===== src/hdl/mrat_pkg.sv =====
// Shared types, constants and the mirror window rules for the region address translator.
// Used by mrat_slot_match and memory_region_address_translator; no dependencies.
`default_nettype none

package mrat_pkg;

  localparam int REGION_SLOTS_DEF = 16;

  typedef enum logic [1:0] {
    OP_LOAD = 2'd0,
    OP_B2R  = 2'd1,
    OP_R2B  = 2'd2,
    OP_NONE = 2'd3
  } op_t;

  // Configuration register indexes.
  localparam logic CFG_CONSOLE_KIND = 1'b0;
  localparam logic CFG_REGION_COUNT = 1'b1;

  // Mirror rule sets selected by console_kind.
  localparam logic [2:0] CK_NONE    = 3'd0;
  localparam logic [2:0] CK_MASK_28 = 3'd1;
  localparam logic [2:0] CK_HI_SUB  = 3'd2;
  localparam logic [2:0] CK_LO_SUB  = 3'd3;
  localparam logic [2:0] CK_MASK_21 = 3'd4;
  localparam logic [2:0] CK_MASK_25 = 3'd5;
  localparam logic [2:0] CK_HI2_SUB = 3'd6;

  localparam logic [2:0] KIND_UNKNOWN = 3'd7;
  localparam logic [31:0] ADDR_MISS   = 32'hFFFF_FFFF;

  localparam logic [31:0] W1A_LO = 32'h8C00_0000;
  localparam logic [31:0] W1A_HI = 32'h8CFF_FFFF;
  localparam logic [31:0] W1B_LO = 32'hAC00_0000;
  localparam logic [31:0] W1B_HI = 32'hACFF_FFFF;
  localparam logic [31:0] M1_MASK = 32'h0FFF_FFFF;
  localparam logic [31:0] W2_LO  = 32'hC000_0000;
  localparam logic [31:0] W2_HI  = 32'hC17F_FFFF;
  localparam logic [31:0] HI_OFS = 32'h4000_0000;
  localparam logic [31:0] W3_LO  = 32'h0C00_0000;
  localparam logic [31:0] W3_HI  = 32'h0CFF_FFFF;
  localparam logic [31:0] W3_DST = 32'h0200_0000;
  localparam logic [31:0] W4A_LO = 32'h8000_0000;
  localparam logic [31:0] W4A_HI = 32'h801F_FFFF;
  localparam logic [31:0] W4B_LO = 32'hA000_0000;
  localparam logic [31:0] W4B_HI = 32'hA01F_FFFF;
  localparam logic [31:0] M4_MASK = 32'h001F_FFFF;
  localparam logic [31:0] W5A_LO = 32'h2000_0000;
  localparam logic [31:0] W5A_HI = 32'h21FF_FFFF;
  localparam logic [31:0] W5B_LO = 32'h3010_0000;
  localparam logic [31:0] W5B_HI = 32'h31FF_FFFF;
  localparam logic [31:0] M5_MASK = 32'h01FF_FFFF;
  localparam logic [31:0] W6_LO  = 32'hD000_0000;
  localparam logic [31:0] W6_HI  = 32'hD3FF_FFFF;

  typedef struct packed {
    logic [31:0] start;
    logic [31:0] last;
    logic [31:0] real_base;
    logic [31:0] span;      // last - start
    logic        rev;       // last below start, never matches a real query
    logic [2:0]  kind;
  } entry_t;

  typedef struct packed {
    logic byte_hit;
    logic real_hit;
    logic mirr_hit;
  } match_t;

  typedef struct packed {
    logic        ok;
    logic [31:0] addr;
  } mirror_t;

  function automatic logic in_win(input logic [31:0] a, input logic [31:0] lo,
                                  input logic [31:0] hi);
    in_win = (a >= lo) && (a <= hi);
  endfunction

  function automatic mirror_t mirror_map(input logic [2:0] ck, input logic [31:0] a);
    mirror_t m;
    m.ok   = 1'b0;
    m.addr = a;
    case (ck)
      CK_MASK_28: begin
        m.ok   = in_win(a, W1A_LO, W1A_HI) || in_win(a, W1B_LO, W1B_HI);
        m.addr = a & M1_MASK;
      end
      CK_HI_SUB: begin
        m.ok   = in_win(a, W2_LO, W2_HI);
        m.addr = a - HI_OFS;
      end
      CK_LO_SUB: begin
        m.ok   = in_win(a, W3_LO, W3_HI);
        m.addr = a - (W3_LO - W3_DST);
      end
      CK_MASK_21: begin
        m.ok   = in_win(a, W4A_LO, W4A_HI) || in_win(a, W4B_LO, W4B_HI);
        m.addr = a & M4_MASK;
      end
      CK_MASK_25: begin
        m.ok   = in_win(a, W5A_LO, W5A_HI) || in_win(a, W5B_LO, W5B_HI);
        m.addr = a & M5_MASK;
      end
      CK_HI2_SUB: begin
        m.ok   = in_win(a, W2_LO, W2_HI) || in_win(a, W6_LO, W6_HI);
        m.addr = a - HI_OFS;
      end
      default: begin
        m.ok   = 1'b0;
        m.addr = a;
      end
    endcase
    mirror_map = m;
  endfunction

endpackage

`default_nettype wire


===== src/hdl/mrat_slot_match.sv =====
// Range comparators for one region slot: byte window, real window, and real window
// of the mirrored address. Depends on mrat_pkg.
`default_nettype none

module mrat_slot_match
  import mrat_pkg::*;
(
  input  wire logic        slot_on,
  input  wire entry_t      entry,
  input  wire logic [31:0] addr,
  input  wire logic [31:0] mirr_addr,
  output match_t           match
);

  logic [31:0] real_ofs;
  logic [31:0] mirr_ofs;

  assign real_ofs = addr - entry.real_base;
  assign mirr_ofs = mirr_addr - entry.real_base;

  assign match.byte_hit = slot_on && (addr >= entry.start) && (addr <= entry.last);
  assign match.real_hit = slot_on && !entry.rev && (addr >= entry.real_base) &&
                          (real_ofs <= entry.span);
  assign match.mirr_hit = slot_on && !entry.rev && (mirr_addr >= entry.real_base) &&
                          (mirr_ofs <= entry.span);

endmodule

`default_nettype wire


===== config.mk =====
export PLATFORM = sky130hd
export DESIGN_NAME = mrat_slot_match
export DESIGN_NICKNAME = d
export VERILOG_FILES = /design/src/hdl/mrat_pkg.sv /design/src/hdl/mrat_slot_match.sv
export SDC_FILE = /design/constraint.sdc
export NUM_CORES = 1
export LEC_CHECK = 0
export ABC_AREA = 1
export BUFFER_PORTS_ARGS = -buffer_cell sky130_fd_sc_hd__buf_2
export CAP_MARGIN = 25
export CELL_PAD_IN_SITES_DETAIL_PLACEMENT = 1
export CELL_PAD_IN_SITES_GLOBAL_PLACEMENT = 1
export CORE_MARGIN = 2
export CORE_UTILIZATION = 30
export DETAILED_ROUTE_END_ITERATION = 10
export PLACE_DENSITY_LB_ADDON = 0.08
export REMOVE_ABC_BUFFERS = 1
export SLEW_MARGIN = 30
export SYNTH_ARGS = -nofsm -noshare
export SYNTH_HDL_FRONTEND = slang
export SYNTH_SLANG_ARGS = --single-unit

===== constraint.sdc =====
create_clock -name vclk -period 6.6
set_clock_uncertainty 0.2 [all_clocks]
set_input_delay 1.32 -clock vclk [all_inputs]
set_output_delay 1.32 -clock vclk [all_outputs]
set_load 0.05 [all_outputs]

-- After elaboration in Yosys (flattened, before gate mapping)
Index checks and enable logic that the tools add are counted.
W data, S select, Z words.
- input port bits: 197
- flip-flop bits (word level): 0
- logic and storage cells: 16
- output and inout bits: 3
- reduce and logical (&&, ||, !) cells: 8
- $lt $le $gt $ge: 6
- add/subtract/negate cells: 2
- operators with widths (operator ; number):
    $ge A32 B32 Y1 ; 3
    $le A32 B32 Y1 ; 3
    $sub A32 B32 Y32 ; 2
    $logic_and A1 B1 Y1 ; 7
    $logic_not A1 Y1 ; 1

-- Longest topological paths before layout
- depth after elaboration: 4
- mapped depth: 23
- mapped depth without buffers: 23

-- Worst setup path before layout
OpenSTA, ideal clock, no wires.
- path kind: in2out
- start point: input port mirr_addr[0]
- end point: output port match[0] (netlist name)
- data required time: 5.080 ns
- setup slack: 0.869 ns
- buffers on the path: 0
- stages on the path: 22
- arrival time: 4.211 ns
- cell sequence: inv_1 -> ha_1 -> fa_1 -> inv_1 -> nand3_1 -> nand2_2 -> nand2_1 -> nand2_2 -> nand3_1 -> nand2_1 -> nand2_1 -> nand3_1 -> nand2_1 -> ha_1 -> nand2_1 -> nor2_1 -> and2_1 -> inv_1 -> nor2_1 -> and3b_1 -> a21oi_1 -> nor2_1
- RTL lines (what ; line ; text):
    from (decl) ; mrat_slot_match.sv:11 ; input wire logic [31:0] mirr_addr,
    to (decl) ; mrat_slot_match.sv:12 ; output match_t match

==> run metrics <==
Synth Area in XOR/XNOR=4.02%; Synth warnings=0; GR Overflow Total=0; initial DRC count=258; Compound-Gate Fraction of Synth Area=13.7%; Max VDD drop=0.0223 mV; Slew HR=71.3%; nets=1,952; Seq/Total Area, Yosys=0%; Routed WL=28.7 mm; CP top delay family=simple AND/OR/NAND/NOR gates; TritonRoute pass-1 iters=4; final hold viol count=0; Tightest Pin Transition=0.426 ns; Leak=5.53 nW; post-layout min period=6.13 ns; Crit path required time=5.08 ns; Max Slew Vio Count=0; # rows=58; register area=0 um^2; commonest cells in the netlist=nand2_1 (391), inv_1 (256), ha_1 (192); Critical Path Sink Type=output pin; fillers=3,531; ANT nets after route=0; maxcap violations=0; internal power=0.000311 W; global-route wire length before repair=45.0 mm; mux cell area share after synthesis=0%; HP Class=in2out; CP cell instances=buf_2 -> ha_1 -> fa_1 -> inv_1 -> nand3_1 -> nand2_2 -> nand2_1 -> nand2_2 -> nand3_1 -> nand2_1 -> nand2_1 -> nand3_1 -> nand2_1 -> ha_1 -> nand2_1 -> nor2_1 -> and2_1 -> inv_1 -> nor2_1 -> and3b_1 -> a21oi_1 -> nor2_1 -> buf_2; power per cell area=90.6 nW/um^2; placed instance count=1,889; # hold bufs at CTS=0; fin util=36.1%; share of total power in the clock network=0%; Synth area leader=ha_1; combinational share of power=100.0%; Synth area leaders=ha_1 (31%), nand2_1 (19%), inv_1 (13%); fin crit share=92.9%; Buf/Inv on CP=4; total negative slack=0 ns; largest family of logic cells by synthesized area=simple AND/OR/NAND/NOR gates; Crit Path Category=in2out; Initial Util=30.5%; GRT Total Usage=21.3%; CP Max Fanout=3; Seq pwr share=0%; via/cell ratio=4.74; Ant. Diodes=0; Top cell by count, worst path=nand2_1; switch share=62.0%; Die Wd=163 um; fmax=163 MHz; antenna violations before repair=0; Die Y-Extent=163 um; Post-Synth Adder-Cell Area=32.0%; most common cell in the netlist=nand2_1; drt wl/cell=15.2 um; Routability Congestion=0.892; full die area=26,700 um^2; drc violations=0; post_cts resized=0; crit path launch type=input pin; status=completed; num sequential=0; syn avg cell area=5.60 um^2; largest net degree at the start of global routing=7; # setup viols final=0; post-synth top area share=31.5%; RSZ-0062 raised after global routing=no; crit path DAT=4.61 ns; share of layout cells above drive strength 1=16.2%; DPL Wire Length=27.1 mm; vias=8,960; Final Instance Count excl. Fillers=1,889; Yosys cell types=28; Ports=200; Critical Path Max Stage Delay=0.41 ns; Post-CTS Setup Inserts=0; Layout clock buffers=0; port bufs=197; area grow syn2layout=18.3%; Syn Inst Count=1,362; sw power=0.000507 W; Post-Syn Area=7630 um^2; vias in the first global route=9,106; Slowest cell on crit path=fa_1; Simple-Gate Fraction of Synth Area=37.5%; core area=25,000 um^2
-- worst paths after layout --
kind / cells after the start / endpoint / from / slack, ns
setup / recovery: 23 / match[0] / entry[36] / 0.47
hold / removal: 4 / match[2] / slot_on / 2.86
-- area by class of cell --
class	instances	area (um^2)	area share [%]
Inverter	259	972	10.8
Tap cell	330	413	4.57
Timing Repair Buffer	197	986	10.9
Multi-Input combinational cell	1103	6660	73.7
-- cell usage in the layout (no fill, tap or decap), drive strengths merged, types with 2 or more instances in the layout --
master,synthesis,routed
xnor2,4,4
ha,192,192
fa,2,2
nor3,15,15
o21ai,44,44
buf,0,197
nand4,18,18
xor2,31,31
o21a,6,6
a21oi,126,126
and2,3,3
inv,259,259
o21bai,6,6
a21o,9,9
and3b,2,2
nand3,65,65
nor4,4,4
nor2,149,149
nand2,425,425
-- per-layer routing --
layer	up-vias	wire length (um)	track usage, %	share of wire [%]
li1	4776	-	-	-
met5	-	0	0	0
met3	22	953	0.787	3.3
met1	4022	14200	29.6	49
met2	140	13100	37.4	46
met4	0	438	2.83	1.5
-- logic make-up (layout without fill, tap and decap cells) --
family                   after synthesis  count (layout)
adder cells (fa/ha/maj)              194             194
AND/OR/NAND/NOR                      681             681
XOR/XNOR                              35              35
AO/OA/AOI/OAI                        193             193
buffers and inverters                259             456
-- power by group through the flow --
stage	registers (W)	clock network [W]	logic, W
6_report	0	0	0.000818
5_1_grt	0	0	0.000949
4_1_cts	0	0	0.000827
3_5_place_dp	0	0	0.000822
3_3_place_gp	0	0	0.000801
2_1_floorplan	0	0	0.000563
-- tightest hold or removal path, cell delays in order --
cell and delay, ns:
buf_2 0.11, nand2_1 0.06, nor2_1 0.04, buf_2 0.20
-- stage by stage --
step           instance area [um^2]  hold WS (ns)  power [W]  setup WS [ns]
2_1_floorplan                  7630          2.67   0.000563          0.869
3_5_place_dp                   9030          2.86   0.000822          0.455
3_3_place_gp                   9030          2.88   0.000801          0.482
6_report                       9030          2.86   0.000818          0.471
4_1_cts                        9030          2.86   0.000827          0.448
5_1_grt                        9030          2.88   0.000949          0.137
Power figures use the tool's default switching activity.
